$ cat src/assert_macros.svh
// Assertion macros used by the top level of the heartbeat supervisor.
`ifndef ASSERT_MACROS_SVH
`define ASSERT_MACROS_SVH

`ifndef SYNTHESIS

`define PHS_ASSERT_ALWAYS(label, clk, rst_n, expr) \
	label: assert property (@(posedge clk) disable iff (!rst_n) (expr)) \
		else $error("assertion failed");

`define PHS_ASSERT_IMPLIES(label, clk, rst_n, ante, cons) \
	label: assert property (@(posedge clk) disable iff (!rst_n) (ante) |-> (cons)) \
		else $error("assertion failed");

`define PHS_ASSERT_NEXT(label, clk, rst_n, ante, cons) \
	label: assert property (@(posedge clk) disable iff (!rst_n) (ante) |=> (cons)) \
		else $error("assertion failed");

`else

`define PHS_ASSERT_ALWAYS(label, clk, rst_n, expr)
`define PHS_ASSERT_IMPLIES(label, clk, rst_n, ante, cons)
`define PHS_ASSERT_NEXT(label, clk, rst_n, ante, cons)

`endif

`endif

$ cat src/phs_pkg.sv
// Types, constants and helpers of the peer heartbeat supervisor.
package phs_pkg;

	localparam int MAX_PEERS   = 16;
	localparam int RES_SLOTS   = 16;
	localparam int CNT_W       = $clog2(MAX_PEERS + 1);
	localparam int LOSS_W      = $clog2(RES_SLOTS + 1);
	localparam int ALIVE_OUT_W = 5;
	localparam int CFG_IDX_W   = 2;
	localparam int CFG_DATA_W  = 32;

	localparam logic [ALIVE_OUT_W-1:0] ALIVE_MAX = 5'd31;

	localparam logic REQ_HEARTBEAT = 1'b0;
	localparam logic REQ_POLL      = 1'b1;

	localparam logic [CFG_IDX_W-1:0] CFG_TIMEOUT = 2'd0;
	localparam logic [CFG_IDX_W-1:0] CFG_BCAST   = 2'd1;
	localparam logic [CFG_IDX_W-1:0] CFG_MAX_ID  = 2'd2;

	typedef enum logic [1:0] {
		STAT_UNKNOWN = 2'd0,
		STAT_ALIVE   = 2'd1,
		STAT_LOST    = 2'd2
	} status_t;

	typedef enum logic [1:0] {
		EV_NONE     = 2'd0,
		EV_JOINED   = 2'd1,
		EV_REBOOTED = 2'd2,
		EV_LOST     = 2'd3
	} event_t;

	typedef enum logic [2:0] {
		ST_IDLE,
		ST_HB_SCAN,
		ST_POLL_COUNT,
		ST_POLL_EMIT,
		ST_RESULT
	} phs_state_t;

	typedef struct packed {
		logic [7:0]  node;
		status_t     status;
		logic [31:0] uptime;
		logic [31:0] seen;
		logic [31:0] hbs;
	} entry_t;

	typedef struct packed {
		logic [31:0] lost_after_ms;
		logic [7:0]  broadcast_node_id;
		logic [7:0]  max_node_id;
	} cfg_t;

	typedef struct packed {
		event_t                 event_res;
		logic                   accepted;
		logic [7:0]             peer_id;
		logic [31:0]            peer_uptime;
		logic [31:0]            peer_heartbeats;
		logic [ALIVE_OUT_W-1:0] alive_count;
		logic                   last;
	} res_t;

	typedef struct packed {
		phs_state_t       state;
		logic [CNT_W-1:0] peer_count;
		logic [CNT_W-1:0] alive;
	} mon_t;

	function automatic logic [ALIVE_OUT_W-1:0] sat_alive(input logic [CNT_W-1:0] n);
		if (int'(n) > int'(ALIVE_MAX)) begin
			return ALIVE_MAX;
		end
		return ALIVE_OUT_W'(n);
	endfunction

endpackage

$ cat src/phs_req_if.sv
// Request channel: heartbeat or poll requests into the supervisor.
interface phs_req_if;
	logic        valid;
	logic        ready;
	logic        req_type;
	logic [7:0]  node_id;
	logic [31:0] heartbeat_uptime;
	logic [31:0] now_ms;

	modport source (output valid, req_type, node_id, heartbeat_uptime, now_ms, input ready);
	modport sink (input valid, req_type, node_id, heartbeat_uptime, now_ms, output ready);
endinterface

$ cat src/phs_res_if.sv
// Result channel: peer events out of the supervisor.
interface phs_res_if;
	logic        valid;
	logic        ready;
	logic [1:0]  event_res;
	logic        accepted;
	logic [7:0]  peer_id;
	logic [31:0] peer_uptime;
	logic [31:0] peer_heartbeats;
	logic [4:0]  alive_count;
	logic        last;

	modport source (output valid, event_res, accepted, peer_id, peer_uptime,
		peer_heartbeats, alive_count, last, input ready);
	modport sink (input valid, event_res, accepted, peer_id, peer_uptime,
		peer_heartbeats, alive_count, last, output ready);
endinterface

$ cat src/phs_cell.sv
// One storage cell of the rotating peer table.
module phs_cell import phs_pkg::*; (
	input  logic   clk,
	input  logic   shift,
	input  entry_t d,
	output entry_t q
);

	entry_t entry_q;

	always_ff @(posedge clk) begin
		if (shift) begin
			entry_q <= d;
		end
	end

	assign q = entry_q;

endmodule

$ cat src/phs_ctrl.sv
// Sequencer and head cell logic: scans the rotating table and builds results.
module phs_ctrl import phs_pkg::*; (
	input  logic       clk,
	input  logic       arst_n,
	input  cfg_t       cfg,
	phs_req_if.sink    req,
	phs_res_if.source  res,
	input  entry_t     head_q,
	output entry_t     head_d,
	output logic       shift,
	output mon_t       mon
);

	phs_state_t       state_q, state_d;
	logic [CNT_W-1:0] step_q, step_d;
	logic [CNT_W-1:0] count_q, count_d;
	logic [CNT_W-1:0] alive_q, alive_d;
	logic             found_q, found_d;
	logic [LOSS_W-1:0] total_q, total_d;
	logic [LOSS_W-1:0] sent_q, sent_d;
	logic             out_valid_q, out_valid_d;

	logic             poll_q, poll_d;
	logic             bad_q, bad_d;
	logic [7:0]       node_q, node_d;
	logic [31:0]      up_q, up_d;
	logic [31:0]      now_q, now_d;
	event_t           ev_q, ev_d;
	logic [31:0]      hbs_q, hbs_d;
	res_t             out_q, res_d;

	logic             load;
	logic             head_valid;
	logic             pass_end;
	logic             hb_hit;
	logic             hb_new;
	logic             expired;
	logic             loss;
	logic             out_free;
	logic [31:0]      elapsed;
	logic [31:0]      hbs_next;

	assign head_valid = step_q < count_q;
	assign pass_end   = step_q == CNT_W'(MAX_PEERS - 1);
	assign hb_hit     = head_valid && (head_q.node == node_q) && !found_q && !bad_q;
	// The first empty slot passes the head once all stored peers have been seen.
	assign hb_new     = (step_q == count_q) && !found_q && !bad_q;
	assign elapsed    = now_q - head_q.seen;
	assign expired    = head_valid && (head_q.status == STAT_ALIVE) &&
		(elapsed > cfg.lost_after_ms);
	assign loss       = expired && (sent_q < total_q);
	assign out_free   = !out_valid_q || res.ready;
	assign hbs_next   = (hb_new ? 32'd0 : head_q.hbs) + 32'd1;

	always_comb begin
		state_d     = state_q;
		step_d      = step_q;
		count_d     = count_q;
		alive_d     = alive_q;
		found_d     = found_q;
		total_d     = total_q;
		sent_d      = sent_q;
		poll_d      = poll_q;
		bad_d       = bad_q;
		node_d      = node_q;
		up_d        = up_q;
		now_d       = now_q;
		ev_d        = ev_q;
		hbs_d       = hbs_q;
		head_d      = head_q;
		shift       = 1'b0;
		load        = 1'b0;
		res_d       = out_q;
		req.ready   = 1'b0;

		unique case (state_q)
			ST_IDLE: begin
				req.ready = 1'b1;
				if (req.valid) begin
					poll_d  = req.req_type == REQ_POLL;
					node_d  = req.node_id;
					up_d    = req.heartbeat_uptime;
					now_d   = req.now_ms;
					bad_d   = (req.node_id == cfg.broadcast_node_id) ||
						(req.node_id > cfg.max_node_id);
					found_d = 1'b0;
					step_d  = '0;
					total_d = '0;
					sent_d  = '0;
					state_d = (req.req_type == REQ_POLL) ? ST_POLL_COUNT : ST_HB_SCAN;
				end
			end

			ST_HB_SCAN: begin
				shift  = 1'b1;
				step_d = step_q + CNT_W'(1);
				if (hb_hit || hb_new) begin
					head_d.node   = node_q;
					head_d.status = STAT_ALIVE;
					head_d.uptime = up_q;
					head_d.seen   = now_q;
					head_d.hbs    = hbs_next;
					found_d       = 1'b1;
					hbs_d         = hbs_next;
					if (hb_new || head_q.status != STAT_ALIVE) begin
						ev_d    = EV_JOINED;
						alive_d = alive_q + CNT_W'(1);
					end else if (up_q < head_q.uptime) begin
						ev_d = EV_REBOOTED;
					end else begin
						ev_d = EV_NONE;
					end
					if (hb_new) begin
						count_d = count_q + CNT_W'(1);
					end
				end
				if (pass_end) begin
					step_d  = '0;
					state_d = ST_RESULT;
				end
			end

			ST_POLL_COUNT: begin
				shift  = 1'b1;
				step_d = step_q + CNT_W'(1);
				if (expired && (total_q < LOSS_W'(RES_SLOTS))) begin
					total_d = total_q + LOSS_W'(1);
				end
				if (pass_end) begin
					step_d = '0;
					if (total_d == '0) begin
						state_d = ST_RESULT;
					end else begin
						// Every result of the poll carries the count after all losses.
						alive_d = alive_q - CNT_W'(total_d);
						state_d = ST_POLL_EMIT;
					end
				end
			end

			ST_POLL_EMIT: begin
				// The ring holds still while a loss waits for the output register.
				if (!loss || out_free) begin
					shift  = 1'b1;
					step_d = step_q + CNT_W'(1);
					if (loss) begin
						head_d.status         = STAT_LOST;
						load                  = 1'b1;
						res_d.event_res       = EV_LOST;
						res_d.accepted        = 1'b1;
						res_d.peer_id         = head_q.node;
						res_d.peer_uptime     = head_q.uptime;
						res_d.peer_heartbeats = head_q.hbs;
						res_d.alive_count     = sat_alive(alive_q);
						res_d.last            = LOSS_W'(sent_q + LOSS_W'(1)) == total_q;
						sent_d                = sent_q + LOSS_W'(1);
					end
					if (pass_end) begin
						step_d  = '0;
						state_d = ST_IDLE;
					end
				end
			end

			ST_RESULT: begin
				if (out_free) begin
					load              = 1'b1;
					res_d.alive_count = sat_alive(alive_q);
					res_d.last        = 1'b1;
					if (poll_q) begin
						res_d.event_res       = EV_NONE;
						res_d.accepted        = 1'b1;
						res_d.peer_id         = 8'd0;
						res_d.peer_uptime     = 32'd0;
						res_d.peer_heartbeats = 32'd0;
					end else if (found_q) begin
						res_d.event_res       = ev_q;
						res_d.accepted        = 1'b1;
						res_d.peer_id         = node_q;
						res_d.peer_uptime     = up_q;
						res_d.peer_heartbeats = hbs_q;
					end else begin
						res_d.event_res       = EV_NONE;
						res_d.accepted        = 1'b0;
						res_d.peer_id         = node_q;
						res_d.peer_uptime     = 32'd0;
						res_d.peer_heartbeats = 32'd0;
					end
					state_d = ST_IDLE;
				end
			end

			default: begin
				state_d = ST_IDLE;
			end
		endcase
	end

	always_comb begin
		if (load) begin
			out_valid_d = 1'b1;
		end else if (res.ready) begin
			out_valid_d = 1'b0;
		end else begin
			out_valid_d = out_valid_q;
		end
	end

	always_ff @(posedge clk or negedge arst_n) begin
		if (!arst_n) begin
			state_q     <= ST_IDLE;
			step_q      <= '0;
			count_q     <= '0;
			alive_q     <= '0;
			found_q     <= 1'b0;
			total_q     <= '0;
			sent_q      <= '0;
			out_valid_q <= 1'b0;
		end else begin
			state_q     <= state_d;
			step_q      <= step_d;
			count_q     <= count_d;
			alive_q     <= alive_d;
			found_q     <= found_d;
			total_q     <= total_d;
			sent_q      <= sent_d;
			out_valid_q <= out_valid_d;
		end
	end

	always_ff @(posedge clk) begin
		poll_q <= poll_d;
		bad_q  <= bad_d;
		node_q <= node_d;
		up_q   <= up_d;
		now_q  <= now_d;
		ev_q   <= ev_d;
		hbs_q  <= hbs_d;
		if (load) begin
			out_q <= res_d;
		end
	end

	assign res.valid           = out_valid_q;
	assign res.event_res       = out_q.event_res;
	assign res.accepted        = out_q.accepted;
	assign res.peer_id         = out_q.peer_id;
	assign res.peer_uptime     = out_q.peer_uptime;
	assign res.peer_heartbeats = out_q.peer_heartbeats;
	assign res.alive_count     = out_q.alive_count;
	assign res.last            = out_q.last;

	assign mon.state      = state_q;
	assign mon.peer_count = count_q;
	assign mon.alive      = alive_q;

endmodule

$ cat src/peer_heartbeat_supervisor_top.sv
// Top level of the peer heartbeat supervisor: configuration, peer table ring, sequencer.
//
// Requests arrive on req (valid/ready): req_type 0 is a heartbeat from node_id with its
// uptime, req_type 1 is a poll for timed-out peers; now_ms is the current time for both.
// Results leave on res (valid/ready); the final result of a request has last set.
// The peer table is a ring of MAX_PEERS cells that rotates past one head cell, one
// entry per cycle while no poll holds it for a stalled receiver, so every request
// costs whole rotations of the ring. A heartbeat takes one rotation and gives a single
// result. A poll takes a counting rotation and, when peers were lost, an emitting
// rotation. A poll without losses behaves like a heartbeat.
// req.ready is high again once the final rotation of a request has ended and its last
// result has been loaded into the output register, so a new request is taken only
// after the previous one has finished.
// A stalled receiver holds the output register; a poll then halts its ring until the
// pending loss can be handed over. No result is dropped.
// Reset clears the peer count and the sequencer and restores the register defaults;
// table entries carry no reset and are only read once written.
// Configuration (cfg_we, cfg_index, cfg_data) is to be written by the user while no
// request is in flight; the block itself does not enforce this.
`include "assert_macros.svh"

module peer_heartbeat_supervisor_top import phs_pkg::*; (
	input  logic                  clk,
	input  logic                  arst_n,
	phs_req_if.sink               req,
	phs_res_if.source             res,
	input  logic                  cfg_we,
	input  logic [CFG_IDX_W-1:0]  cfg_index,
	input  logic [CFG_DATA_W-1:0] cfg_data
);

	cfg_t   cfg_q;
	entry_t cell_q [MAX_PEERS];
	entry_t head_d;
	logic   shift;
	mon_t   mon;

	always_ff @(posedge clk or negedge arst_n) begin
		if (!arst_n) begin
			cfg_q.lost_after_ms     <= 32'd1000;
			cfg_q.broadcast_node_id <= 8'd0;
			cfg_q.max_node_id       <= 8'd127;
		end else if (cfg_we) begin
			unique case (cfg_index)
				CFG_TIMEOUT: cfg_q.lost_after_ms     <= cfg_data;
				CFG_BCAST:   cfg_q.broadcast_node_id <= cfg_data[7:0];
				CFG_MAX_ID:  cfg_q.max_node_id       <= cfg_data[7:0];
				default: begin
				end
			endcase
		end
	end

	for (genvar i = 0; i < MAX_PEERS; i++) begin : g_ring
		if (i == MAX_PEERS - 1) begin : g_tail
			phs_cell u_cell (
				.clk   (clk),
				.shift (shift),
				.d     (head_d),
				.q     (cell_q[i])
			);
		end else begin : g_mid
			phs_cell u_cell (
				.clk   (clk),
				.shift (shift),
				.d     (cell_q[i+1]),
				.q     (cell_q[i])
			);
		end
	end

	phs_ctrl u_ctrl (
		.clk    (clk),
		.arst_n (arst_n),
		.cfg    (cfg_q),
		.req    (req),
		.res    (res),
		.head_q (cell_q[0]),
		.head_d (head_d),
		.shift  (shift),
		.mon    (mon)
	);

	`PHS_ASSERT_ALWAYS(a_alive_in_table, clk, arst_n, mon.alive <= mon.peer_count)
	`PHS_ASSERT_ALWAYS(a_count_bound, clk, arst_n, mon.peer_count <= CNT_W'(MAX_PEERS))
	`PHS_ASSERT_ALWAYS(a_count_grows, clk, arst_n, mon.peer_count >= $past(mon.peer_count))
	`PHS_ASSERT_NEXT(a_busy_after_req, clk, arst_n, req.valid && req.ready, !req.ready)
	`PHS_ASSERT_IMPLIES(a_ready_when_idle, clk, arst_n, req.ready, mon.state == ST_IDLE)

endmodule

$ cat src/flat_wrapper.sv
// flat-port wrapper written by rule: the top's interface ports become plain ports
module peer_heartbeat_supervisor_top_flat import phs_pkg::*;
  (clk, arst_n, cfg_we, cfg_index, cfg_data, req_valid, req_req_type, req_node_id, req_heartbeat_uptime, req_now_ms, req_ready, res_valid, res_event_res, res_accepted, res_peer_id, res_peer_uptime, res_peer_heartbeats, res_alive_count, res_last, res_ready);
  phs_req_if req_i ();
  phs_res_if res_i ();
  input  logic clk;
  input  logic arst_n;
  input  logic cfg_we;
  input  logic [CFG_IDX_W-1:0] cfg_index;
  input  logic [CFG_DATA_W-1:0] cfg_data;
  input wire logic [$bits(req_i.valid)-1:0] req_valid;
  input wire logic [$bits(req_i.req_type)-1:0] req_req_type;
  input wire logic [$bits(req_i.node_id)-1:0] req_node_id;
  input wire logic [$bits(req_i.heartbeat_uptime)-1:0] req_heartbeat_uptime;
  input wire logic [$bits(req_i.now_ms)-1:0] req_now_ms;
  output wire logic [$bits(req_i.ready)-1:0] req_ready;
  output wire logic [$bits(res_i.valid)-1:0] res_valid;
  output wire logic [$bits(res_i.event_res)-1:0] res_event_res;
  output wire logic [$bits(res_i.accepted)-1:0] res_accepted;
  output wire logic [$bits(res_i.peer_id)-1:0] res_peer_id;
  output wire logic [$bits(res_i.peer_uptime)-1:0] res_peer_uptime;
  output wire logic [$bits(res_i.peer_heartbeats)-1:0] res_peer_heartbeats;
  output wire logic [$bits(res_i.alive_count)-1:0] res_alive_count;
  output wire logic [$bits(res_i.last)-1:0] res_last;
  input wire logic [$bits(res_i.ready)-1:0] res_ready;
  assign req_i.valid = req_valid;
  assign req_i.req_type = req_req_type;
  assign req_i.node_id = req_node_id;
  assign req_i.heartbeat_uptime = req_heartbeat_uptime;
  assign req_i.now_ms = req_now_ms;
  assign req_ready = req_i.ready;
  assign res_valid = res_i.valid;
  assign res_event_res = res_i.event_res;
  assign res_accepted = res_i.accepted;
  assign res_peer_id = res_i.peer_id;
  assign res_peer_uptime = res_i.peer_uptime;
  assign res_peer_heartbeats = res_i.peer_heartbeats;
  assign res_alive_count = res_i.alive_count;
  assign res_last = res_i.last;
  assign res_i.ready = res_ready;
  peer_heartbeat_supervisor_top u_core (.clk(clk), .arst_n(arst_n), .req(req_i), .res(res_i), .cfg_we(cfg_we), .cfg_index(cfg_index), .cfg_data(cfg_data));
endmodule
$ cat config.mk
export PLATFORM = sky130hd
export DESIGN_NAME = peer_heartbeat_supervisor_top_flat
export DESIGN_NICKNAME = d
export VERILOG_FILES = /design/src/phs_pkg.sv /design/src/phs_req_if.sv /design/src/phs_res_if.sv /design/src/phs_cell.sv /design/src/phs_ctrl.sv /design/src/peer_heartbeat_supervisor_top.sv /design/src/flat_wrapper.sv
export VERILOG_INCLUDE_DIRS = /design/src /design/src/src
export SDC_FILE = /design/constraint.sdc
export NUM_CORES = 1
export LEC_CHECK = 0
export BUFFER_PORTS_ARGS = -buffer_cell sky130_fd_sc_hd__buf_4
export CAP_MARGIN = 20
export CORE_UTILIZATION = 55
export DETAILED_ROUTE_END_ITERATION = 8
export GPL_ROUTABILITY_DRIVEN = 0
export PLACE_DENSITY_LB_ADDON = 0.25
export SETUP_SLACK_MARGIN = 0.1
export SYNTH_ARGS = -nofsm -noshare
export SYNTH_HDL_FRONTEND = slang
export SYNTH_SLANG_ARGS = --single-unit
$ cat constraint.sdc
create_clock -name clk -period 141.1 [get_ports clk]
set_clock_uncertainty 0.2 [all_clocks]
set_input_delay 14.11 -clock clk [delete_from_list [all_inputs] [get_ports clk]]
set_output_delay 14.11 -clock clk [all_outputs]
set_load 0.01 [all_outputs]
### Word level (Yosys, flattened, before mapping)

Cells that the tools add are included.
Widths: inputs -> output; s select.

| operators by class | value |
|---|---|
| $add $sub $neg | 8 |
| multiply operators | 0 |
| div/mod/pow operators | 0 |
| order comparisons | 6 |
| equal/unequal tests | 23 |
| shift operators | 0 |
| multiplexer cells | 50 |
| bitwise operators | 0 |
| reduce and logical (&&, ||, !) cells | 42 |

Operators by type and width:

| kind | number |
|---|---|
| $mux 81 | 3 |
| $pmux 81 s2 | 1 |
| $mux 75 | 2 |
| $mux 106 | 1 |
| $mux 96 | 1 |
| $mux 5 | 11 |
| $add 32x1->32 const B | 1 |
| $gt 32x32->1 | 1 |
| $lt 32x32->1 | 1 |
| $mux 32 | 1 |
| $sub 32x32->32 | 1 |
| $pmux 5 s2 | 3 |
| $add 5x1->5 const B | 5 |
| $mux 3 | 7 |
| $ne 2x2->1 const B | 10 |
| $eq 8x8->1 | 2 |
| $pmux 3 s5 | 1 |
| $pmux 5 s3 | 1 |
| $reduce_and 2->1 | 6 |
| $reduce_bool 2->1 | 6 |
| $eq 5x5->1 | 2 |
| $lt 5x5->1 | 2 |
| $reduce_and 5->1 | 2 |
| $logic_and 1x1->1 | 9 |
| other kinds (25) | 49 |

| storage, ports and cells | value |
|---|---|
| register bits | 1,963 |
| latch bits | 0 |
| RAM bits | 0 |
| bits in read-only memories | 0 |
| input port bits | 112 |
| output and inout port bits | 83 |
| word-level logic and storage cells | 234 |
| memories | 0 |

### Longest topological paths before layout

Gate-level depths: netlist (run 1).

| depth | value |
|---|---|
| depth after elaboration | 10 |
| gate-level depth with buffers | 31 |
| mapped depth without buffers | 30 |

### Hierarchy

Synthesis (run 1) repeated with hierarchy kept, for this count alone.

| unflattened totals | value |
|---|---|
| cells, all modules | 3,173 |
| area total of the unflattened synthesis | 66,984.2 um^2 |

By module, submodules not included:

| module | times used | cells each | area an instance (um^2) | sequential area each (um^2) |
|---|---|---|---|---|
| phs_cell | 16 | 106 | 3,183.1 | 3,183.1 |
| phs_ctrl | 1 | 1,375 | 14,229.9 | 6,426.2 |
| peer_heartbeat_supervisor_top | 1 | 102 | 1,825.5 | 1,217.4 |

### Worst setup path before layout (run 1)

OpenSTA, ideal clock, no wires.

| path | value |
|---|---|
| kind | input to register |
| start | input port res_ready |
| end | register u_core.g_ring[0].g_mid.u_cell.entry_q, in the netlist u_core.g_ring[0].g_mid.u_cell.q[0], enable pin |
| library setup time | 6.801 ns |
| data arrival time | 140.096 ns |
| data required time | 134.099 ns |
| path slack | -5.997 ns |
| stages | 4 |
| buffers on the path | 1 |
| path through | nand2b_1 -> clkbuf_1 -> nor2_1 -> a311oi_1 |

| between the ends | value |
|---|---|
| cells in the longest elaborated chain, start to end | 4 |

Ends and longest elaborated chain:

| element | RTL line | source |
|---|---|---|
| start: declaration | flat_wrapper.sv:25 | `input wire logic [$bits(res_i.ready)-1:0] res_ready;` |
| $logic_or 1x1->1 | phs_ctrl.sv:52 | `assign out_free = !out_valid_q \|\| res.ready;` |
| $logic_or 1x1->1 | phs_ctrl.sv:143 | `if (!loss \|\| out_free) begin` |
| $mux 1 | phs_ctrl.sv:143 |  |
| $pmux 1 s2 | phs_ctrl.sv:76 | `unique case (state_q)` |
| named net u_core.g_ring[0].g_mid.u_cell.shift | phs_cell.sv:4 | `input logic shift,` |
| end signal: assignment | phs_cell.sv:13 | `entry_q <= d;` |
| end: declaration | phs_cell.sv:9 | `entry_t entry_q;` |

The timed path passes the listed nets, and every way through them passes these cells.
A chain may end at the register's enable or synchronous reset.

### Worst setup path after layout (run 1)

| path | value |
|---|---|
| start | input port res_ready |
| end | register u_core.g_ring[3].g_mid.u_cell.entry_q, in the netlist u_core.g_ring[3].g_mid.u_cell.q[57], enable pin |

| between the ends | value |
|---|---|
| cells in the longest elaborated chain, start to end | 4 |

Ends and longest elaborated chain:

| element | RTL line |
|---|---|
| $logic_or 1x1->1 | phs_ctrl.sv:52 |
| $logic_or 1x1->1 | phs_ctrl.sv:143 |
| $mux 1 | phs_ctrl.sv:143 |
| $pmux 1 s2 | phs_ctrl.sv:76 |
| named net u_core.g_ring[0].g_mid.u_cell.shift | phs_cell.sv:4 |
| end signal: assignment | phs_cell.sv:13 |
| end: declaration | phs_cell.sv:9 |

The timed path passes the listed nets, and every way through them passes these cells.

==> results of run 1 <==
## cell usage after synthesis, drive strengths merged (38+ instances only)
cell type	n	area share, %
dfrtp	65	2.4
nor2	81	0.46
inv	126	0.71
a21oi	62	0.48
ha	121	2.3
a21o	38	0.43
nand2	242	1.4
a22o	70	0.92
o21ai	154	1.2
edfxtp	1885	85
clkbuf	60	0.34
nand3	45	0.34
xnor2	54	0.71
## worst max path at each step
stage | end | slack (ns) | depth (start not counted)
floorplan | u_core.g_ring[0].g_mid.u_cell.q[0] | 54.12 | 4
global placement | u_core.g_ring[3].g_mid.u_cell.q[46] | 121.75 | 9
detailed placement | u_core.g_ring[0].g_mid.u_cell.q[47] | 121.68 | 9
CTS | u_core.g_ring[0].g_mid.u_cell.q[47] | 122.53 | 9
global route | u_core.g_ring[6].g_mid.u_cell.q[57] | 122.66 | 10
finish | u_core.g_ring[3].g_mid.u_cell.q[57] | 122.88 | 10
## through the flow
stage / hold slack, ns / util, % / total power, mW / setup WS [ns] / cell area, um2
floorplan: 0.200 / - / 2.27 / 54.12 / 66700
global placement: 0.200 / 58.5 / 1.54 / 121.75 / 70300
detailed placement: 0.205 / 58.5 / 1.56 / 121.68 / 70300
CTS: 0.199 / 63.7 / 2.08 / 122.53 / 76500
global route: 0.203 / 63.8 / 2.16 / 122.66 / 76700
finish: 0.200 / 63.8 / 2.06 / 122.88 / 76700
## cells by family (layout without fill, tap and decap cells)
| logic type | after synthesis | in the layout | synth area share, % |
|---|---|---|---|
| AOI/OAI and AO/OA | 390 | 390 | 3.83 |
| xor gates and xnor gates | 90 | 90 | 1.18 |
| adders and majority gates | 123 | 123 | 2.33 |
| and+or+nand+nor | 491 | 491 | 3.37 |
| other | 0 | 1 | 0 |
| DFF | 1963 | 1963 | 87.8 |
| buffers and inverters | 190 | 690 | 1.07 |
| muxes | 26 | 26 | 0.452 |
## state kept, by name, summed over array words and instances (netlist names), 2 cells and up
signal	cells
u_core.cfg_q	48
u_core.g_ring.g_mid.u_cell.q	1590
u_core.g_ring.g_tail.u_cell.q	106
u_core.u_ctrl.alive_q	5
u_core.u_ctrl.count_q	5
u_core.u_ctrl.ev_q	2
u_core.u_ctrl.hbs_q	32
u_core.u_ctrl.node_q	8
u_core.u_ctrl.now_q	32
u_core.u_ctrl.res.alive_count	5
u_core.u_ctrl.res.event_res	2
u_core.u_ctrl.res.peer_heartbeats	32
u_core.u_ctrl.res.peer_id	8
u_core.u_ctrl.res.peer_uptime	32
u_core.u_ctrl.sent_q	5
u_core.u_ctrl.state_q	3
u_core.u_ctrl.step_q	5
u_core.u_ctrl.total_q	5
u_core.u_ctrl.up_q	32
## cells in the final DEF (no fill, tap or decap), types with 42 or more instances in the layout
cell type                   count
sky130_fd_sc_hd__edfxtp_1    1885
sky130_fd_sc_hd__nand2_1      240
sky130_fd_sc_hd__buf_4        220
sky130_fd_sc_hd__clkbuf_16    191
sky130_fd_sc_hd__o21ai_0      148
sky130_fd_sc_hd__inv_1        125
sky130_fd_sc_hd__ha_1         121
sky130_fd_sc_hd__nor2_1        80
sky130_fd_sc_hd__a22o_1        70
sky130_fd_sc_hd__dfrtp_1       65
sky130_fd_sc_hd__a21oi_1       60
sky130_fd_sc_hd__xnor2_1       54
sky130_fd_sc_hd__nand3_1       44
sky130_fd_sc_hd__clkinv_1      42
## routing by layer
layer | vias up | track usage [%] | wire length [um]
li1 | 13320 | - | -
met2 | 718 | 24.1 | 45800
met1 | 14549 | 28.0 | 52400
met3 | 199 | 3.83 | 6340
met5 | - | 0 | 40
met4 | 6 | 6.09 | 2730
## where the power goes
part           leakage [nW]  switching, mW  total, mW  internal, mW
clock network          3.02          0.204      0.503         0.299
logic                  4.90          0.260      0.359        0.0993
registers              19.0          0.101       1.20          1.10
total                  26.9          0.564       2.06          1.50
## layout make-up
cell class	instances	area, um2
diodes	1	2.50
clock buffers	223	4930
clock inverters	113	1310
fillers	8064	43500
inverters	126	478
multi-input cells	1120	7510
flip-flops and latches	1963	58600
well taps	1612	2020
repair buffers	228	1840
==> results_tabular.tex, run 1 <==
\begin{tabular}{lr}
\hline
Metric & Value \\
\hline
\multicolumn{2}{l}{\textbf{Outcome}} \\
Run status & completed \\
\multicolumn{2}{l}{\textbf{Clocking}} \\
\# clock sinks & 1963 \\
Max clock buf depth & 3 \\
Later-pin clock latency in the skew report & 0.77 ns \\
Clock Pin Slew Worst Setup and Hold Paths & 0.06 ns \\
Clock tree from TritonCTS & built \\
Clock Root Buffer & sky130\_fd\_sc\_hd\_\_clkbuf\_16 \\
Hold-fix buffers at CTS & 0 \\
Total CTS buffers & 185 \\
Setup repair bufs after CTS & 0 \\
Count of cells resized by post-cts repair & 0 \\
Level count of the clock H-tree & 4 \\
\multicolumn{2}{l}{\textbf{Floorplan}} \\
Die outline width & 350 um \\
Chip Height & 350 um \\
Starting density of the core & 55.6\% \\
Total I/O pin count & 195 \\
Area of the die & 123000 um2 \\
Placeable core area & 120000 um2 \\
Number of placement rows & 127 \\
\multicolumn{2}{l}{\textbf{Synthesis}} \\
Warnings from Yosys & 0 \\
Seq cells post-synth & 1963 \\
Count of distinct cell types in the synthesized netlist & 73 \\
Cell Area, Synth & 66700 um2 \\
Count of mapped cells out of synthesis & 3273 \\
Sequential fraction of the synthesis area & 87.8\% \\
Proportion of register bits with asynchronous set or reset after synthesis & 3.97\% \\
Most frequently used flop master after synthesis & sky130\_fd\_sc\_hd\_\_edfxtp\_1 \\
Number of synthesized flops with an enable pin & 1885 \\
Nets in the synthesized netlist & 3508 \\
Mean instance size in the synthesized netlist & 20.4 um2 \\
\multicolumn{2}{l}{\textbf{Setup path}} \\
Cell type of the slowest stage on the worst timing path & sky130\_fd\_sc\_hd\_\_buf\_4 \\
Data required, critical path & 141.32 ns \\
Critical path launch point type & primary input \\
Worst Setup Path Type & primary input to flop \\
Critical path buffers and inverters & 7 \\
Setup slack of the most critical reg-to-reg path & 131.89 ns \\
Worst flop-to-flop path startpoint & u\_core.u\_ctrl.now\_q[0] \\
CP cell instances & buf\_4 > nand2b\_1 > buf\_4 > nor2\_1 > a311oi\_4 > buf\_4 > buf\_4 > buf\_4 > buf\_4 > buf\_16 \\
Depth of the worst register-to-register path & 25 \\
CP top delay family & buffers and inverters \\
Max FO, Critical Path & 88 \\
Most numerous cell on the critical path & sky130\_fd\_sc\_hd\_\_buf\_4 \\
Crit path arrival time & 18.43 ns \\
Source of the critical timing path & res\_ready \\
Peak per-stage delay on the critical path & 0.89 ns \\
Capture point of the worst reg-to-reg path & u\_core.g\_ring[3].g\_mid.u\_cell.q[57] \\
CP Capture Type & flop \\
\multicolumn{2}{l}{\textbf{Global route}} \\
GRT overflow & 0 \\
Number of antenna violations at the first check in global routing & 7 \\
Vias in the first global route & 27370 \\
Wire length of the first global-routing pass & 161 mm \\
Total track usage & 17.6\% \\
Pin count of the biggest net entering global routing & 224 \\
\multicolumn{2}{l}{\textbf{Routing}} \\
Avg Vias per Cell & 5.35 \\
Aggregate routed wire length & 107 mm \\
Number of search-and-repair iterations in the first detailed-routing pass & 6 \\
Remaining routing DRC violations & 0 \\
Via total after detailed routing & 28792 \\
Wire per inst & 19.9 um \\
Antenna violation net count after detailed routing & 0 \\
DRC marker count from the first detailed-route iteration & 2818 \\
\multicolumn{2}{l}{\textbf{Placement}} \\
Detailed placer's ending HPWL & 61.8 mm \\
Placed Cells & 5045 \\
Quantity of I/O buffers inserted on ports & 194 \\
\multicolumn{2}{l}{\textbf{Final layout}} \\
Final standard cell count with taps included and fillers excluded & 5386 \\
Post-layout net count & 3859 \\
Signed area change from the synthesized netlist to the final layout & 14.9\% \\
Share of layout cells above drive strength 1 & 14.9\% \\
\multicolumn{2}{l}{\textbf{Hold path}} \\
Hold WC Path Type & flop to flop \\
Endpoint of the worst hold path & u\_core.g\_ring[10].g\_mid.u\_cell.q[7] \\
Hold depth & 0 \\
Hold Path Origin & u\_core.g\_ring[11].g\_mid.u\_cell.q[7] \\
\multicolumn{2}{l}{\textbf{Pwr}} \\
Leak & 26.9 nW \\
Total power per unit cell area & 26.9 nW/um2 \\
VDD IR max & 0.0000275 V \\
\multicolumn{2}{l}{\textbf{STA}} \\
Relative slew slack & 17.5\% \\
Total negative slack for setup checks & 0 ns \\
Maximum clock frequency & 0.0549 GHz \\
Final setup violation count & 0 \\
Least-Margin Pin Slew & 1.24 ns \\
Final Hold Violating Endpoints & 0 \\
RSZ-0062 raised after global routing & no \\
Final worst path period need & 18.22 ns \\
Share of the clock period used by the worst path & 12.9\% \\
Max Transition Viols Final & 0 \\
\multicolumn{2}{l}{\textbf{Flow run}} \\
Maxcap violations & 0 \\
\hline
\end{tabular}
(Power assumes the default switching activity.)
==> run 2: changes to the inputs <==
CORE_UTILIZATION = 60   (was 55)
clock period = 17.5 ns   (was 141.1 ns; I/O delays follow)
==> run 2 against run 1 <==
Effect of this change: power rose to 8.0 times the previous value; non-clock buffer count decreased by 8; global-route usage up 1.9 points; worst hold slack got worse by 0.0048 ns; final area fell by 0.76%; via count is 0.59% higher; clock power rose to 7.7 times the previous value; utilization grew 5.6 points; combinational power increased to 7.9 times the previous value; sequential cell count unchanged; sequential share of layout area up 0.58 points; highest routed layer unchanged.
==> results_tabular.tex, run 2 (synthesis gave the netlist of run 1 again) <==
\begin{tabular}{lr}
\hline
Metric & Value \\
\hline
\multicolumn{2}{l}{\textbf{Outcome}} \\
Run status & completed \\
\multicolumn{2}{l}{\textbf{Placement}} \\
Detailed placer's ending HPWL & 60.6 mm (-1.9\%) \\
Quantity of I/O buffers inserted on ports & 194 (unchanged) \\
Setup Slack @ Placement & 9.56 ns (-112.12 ns) \\
\multicolumn{2}{l}{\textbf{Floorplan}} \\
Number of placement rows & 121 (-4.7\%) \\
Placeable core area & 110000 um2 (-8.8\%) \\
Die outline width & 336 um (-4.2\%) \\
Area of the die & 113000 um2 (-8.3\%) \\
Starting density of the core & 60.9\% (+5.3 points) \\
Chip Height & 336 um (-4.2\%) \\
Total I/O pin count & 195 (unchanged) \\
\multicolumn{2}{l}{\textbf{Final layout}} \\
Final-layout fill cell count & 6673 (-17\%) \\
Flip-flop count of the largest register after layout & 1590 (unchanged) \\
Commonest non-fill, non-tap cell in the layout & sky130\_fd\_sc\_hd\_\_edfxtp\_1 \\
Most frequent cells in the layout & sky130\_fd\_sc\_hd\_\_edfxtp\_1 (1885), sky130\_fd\_sc\_hd\_\_nand2\_1 (240), sky130\_fd\_sc\_hd\_\_buf\_4 (210) \\
Post-layout net count & 3850 (-0.23\%) \\
Share of layout cells above drive strength 1 & 14.6\% (-0.30 points) \\
Signed area change from the synthesized netlist to the final layout & 14.0\% \\
\multicolumn{2}{l}{\textbf{Flow run}} \\
Maxcap violations & 0 (unchanged) \\
\multicolumn{2}{l}{\textbf{Global route}} \\
GRT overflow & 0 (unchanged) \\
Routing usage on met3 & 3.90\% (+0.065 points) \\
Fraction of met1 tracks used by global routing & 29.5\% (+1.5 points) \\
Pin count of the biggest net entering global routing & 216 (-3.6\%) \\
Wire length of the first global-routing pass & 166 mm (+3.1\%) \\
Total track usage & 19.5\% (+1.9 points) \\
Number of antenna violations at the first check in global routing & 6 (-1) \\
Routing usage on met2 & 28.4\% (+4.3 points) \\
Vias in the first global route & 28629 (+4.6\%) \\
Peak-usage layer in the global routing report & met1 \\
\multicolumn{2}{l}{\textbf{Setup path}} \\
Max FO, Critical Path & 213 (+140\%) \\
Critical path launch point type & flop \\
Most numerous cell on the critical path & sky130\_fd\_sc\_hd\_\_buf\_12 \\
Worst Setup Path Type & flop to flop \\
Data required, critical path & 17.68 ns (-123.64 ns) \\
CP cell instances & inv\_1 > ha\_1 > inv\_1 > fa\_2 > a211oi\_2 > o21ai\_1 > a22o\_1 > a211o\_1 > a211o\_1 > a31oi\_1 > o21ai\_1 > a21oi\_1 > xnor2\_1 > ha\_1 > nand4\_1 > nor4\_2 > nand3\_1 > nand4b\_1 > a21oi\_2 > a311oi\_4 > buf\_12 > buf\_12 > buf\_12 \\
Crit path arrival time & 8.08 ns (-10.35 ns) \\
Cell type of the slowest stage on the worst timing path & sky130\_fd\_sc\_hd\_\_buf\_12 \\
Critical path buffers and inverters & 5 (-2) \\
CP Capture Type & flop \\
CP top delay family & compound AO/OA/AOI/OAI gates \\
Peak per-stage delay on the critical path & 0.75 ns (-0.14 ns) \\
\multicolumn{2}{l}{\textbf{Pwr}} \\
VDD IR max & 0.000209 V (+660\%) \\
Total power per unit cell area & 216 nW/um2 (+700\%) \\
Clk network pwr share & 23.5\% (-0.9 points) \\
Net switching power & 4.55 mW (+710\%) \\
Internal cell power & 11.9 mW (+690\%) \\
Comb pwr share & 17.3\% (about the same) \\
Switching Fraction & 27.7\% (+0.34 points) \\
Flop pwr share & 59.2\% (+1.1 points) \\
Leak & 26.8 nW (-0.71\%) \\
\multicolumn{2}{l}{\textbf{Routing}} \\
DRC marker count from the first detailed-route iteration & 2651 (-5.9\%) \\
Avg Vias per Cell & 5.54 (+3.6\%) \\
Antenna violation net count after detailed routing & 0 (unchanged) \\
Wire per inst & 20.7 um (+3.8\%) \\
Aggregate routed wire length & 108 mm (+0.84\%) \\
Remaining routing DRC violations & 0 (unchanged) \\
Number of search-and-repair iterations in the first detailed-routing pass & 5 (-1) \\
Via total after detailed routing & 28961 (+0.59\%) \\
\multicolumn{2}{l}{\textbf{STA}} \\
Worst path setup slack after routing & 9.60 ns (-113.28 ns) \\
Relative slew slack & 21.2\% (+3.7 points) \\
Least-Margin Pin Slew & 1.18 ns (-0.0555 ns) \\
RSZ-0062 raised after global routing & no \\
Share of the clock period used by the worst path & 45.1\% \\
Final worst path period need & 7.90 ns \\
Maximum clock frequency & 0.127 GHz \\
Final setup violation count & 0 (unchanged) \\
Total negative slack for setup checks & 0 ns (unchanged) \\
Max Transition Viols Final & 0 (unchanged) \\
Final Hold Violating Endpoints & 0 (unchanged) \\
\multicolumn{2}{l}{\textbf{Hold path}} \\
Hold WC Path Type & flop to flop \\
\multicolumn{2}{l}{\textbf{Clocking}} \\
Total CTS buffers & 184 (-0.54\%) \\
Clock Pin Slew Worst Setup and Hold Paths & 0.06 ns (about the same) \\
Later-pin clock latency in the skew report & 0.78 ns (about the same) \\
Clock Root Buffer & sky130\_fd\_sc\_hd\_\_clkbuf\_16 \\
Clock tree from TritonCTS & built \\
Max clock buf depth & 3 (unchanged) \\
Count of cells resized by post-cts repair & 0 (unchanged) \\
\# clock sinks & 1963 (unchanged) \\
Setup repair bufs after CTS & 0 (unchanged) \\
Level count of the clock H-tree & 4 (unchanged) \\
Hold-fix buffers at CTS & 0 (unchanged) \\
\hline
\end{tabular}
[run 2: cell count changes in the layout (fill, tap and decap cells not counted), sizes merged]
cell / change
buf: -8
bufinv: -12
clkbuf: +5
clkinv: -6
clkinvlp: -5
inv: +7
[run 2: power by group through the flow]
stage,Sequential (mW),Combinational [mW],Clock [mW]
after floorplan,8.98,1.18,0
after global placement,9.63,2.71,0
after detailed placement,9.71,2.84,0
after CTS,9.75,2.84,3.97
after global routing,9.95,3.14,4.14
final,9.71,2.84,3.86
[run 2: worst reg2reg max path: stages (launching register included)]
cell                       delay, ns
sky130_fd_sc_hd__edfxtp_1       0.38
sky130_fd_sc_hd__inv_1          0.09
sky130_fd_sc_hd__ha_1           0.18
sky130_fd_sc_hd__inv_1          0.06
sky130_fd_sc_hd__fa_2           0.37
sky130_fd_sc_hd__a211oi_2       0.24
sky130_fd_sc_hd__o21ai_1        0.15
sky130_fd_sc_hd__a22o_1         0.27
sky130_fd_sc_hd__a211o_1        0.36
sky130_fd_sc_hd__a211o_1        0.31
sky130_fd_sc_hd__a31oi_1        0.23
sky130_fd_sc_hd__o21ai_1        0.11
sky130_fd_sc_hd__a21oi_1        0.18
sky130_fd_sc_hd__xnor2_1        0.10
sky130_fd_sc_hd__ha_1           0.32
sky130_fd_sc_hd__nand4_1        0.18
sky130_fd_sc_hd__nor4_2         0.41
sky130_fd_sc_hd__nand3_1        0.12
sky130_fd_sc_hd__nand4b_1       0.14
sky130_fd_sc_hd__a21oi_2        0.16
sky130_fd_sc_hd__a311oi_4       0.37
sky130_fd_sc_hd__buf_12         0.62
sky130_fd_sc_hd__buf_12         0.92
sky130_fd_sc_hd__buf_12         0.87
[run 2: through the flow]
step / cells / total power, mW / utilization [%] / hold WS [ns] / cell area (um2)
2_1_floorplan: 3273 / 10.2 / - / 0.200 / 66800
3_3_place_gp: 4901 / 12.3 / 64.0 / 0.200 / 70100
3_5_place_dp: 4902 / 12.5 / 64.0 / 0.205 / 70100
4_1_cts: 5227 / 16.6 / 69.3 / 0.202 / 76000
5_1_grt: 5230 / 17.2 / 69.4 / 0.198 / 76100
6_report: 5231 / 16.4 / 69.4 / 0.195 / 76100
[run 2: layer usage]
layer | vias to the layer above | wire, um
met5 | - | 69
met4 | 10 | 3390
met3 | 217 | 6110
met2 | 804 | 48600
met1 | 14654 | 50100
li1 | 13276 | -
[run 2: final cells by class]
cell class	count	area, um2	area share [%]
flip-flops and latches	1963	58600	77.0
multi-input cells	1120	7520	9.88
clock buffers	228	4860	6.39
well taps	1476	1850	2.43
repair buffers	220	1780	2.34
clock inverters	97	1020	1.34
inverters	126	478	0.628
diodes	1	2.50	0.00329
[run 2: worst paths after layout]
| path | startpoint | end | slack [ns] | cells after the start |
|---|---|---|---|---|
| max | u_core.u_ctrl.now_q[0] | u_core.g_ring[8].g_mid.u_cell.q[8] | 9.60 | 23 |
| max in group asynchronous | arst_n | u_core.cfg_q[19] | 15.75 | 2 |
| max reg2reg | u_core.u_ctrl.now_q[0] | u_core.g_ring[8].g_mid.u_cell.q[8] | 9.60 | 23 |
| min reg2reg | u_core.g_ring[5].g_mid.u_cell.q[0] | u_core.g_ring[4].g_mid.u_cell.q[0] | 0.19 | 0 |
| min | u_core.g_ring[5].g_mid.u_cell.q[0] | u_core.g_ring[4].g_mid.u_cell.q[0] | 0.19 | 0 |
| min in group asynchronous | arst_n | u_core.cfg_q[30] | 0.66 | 1 |
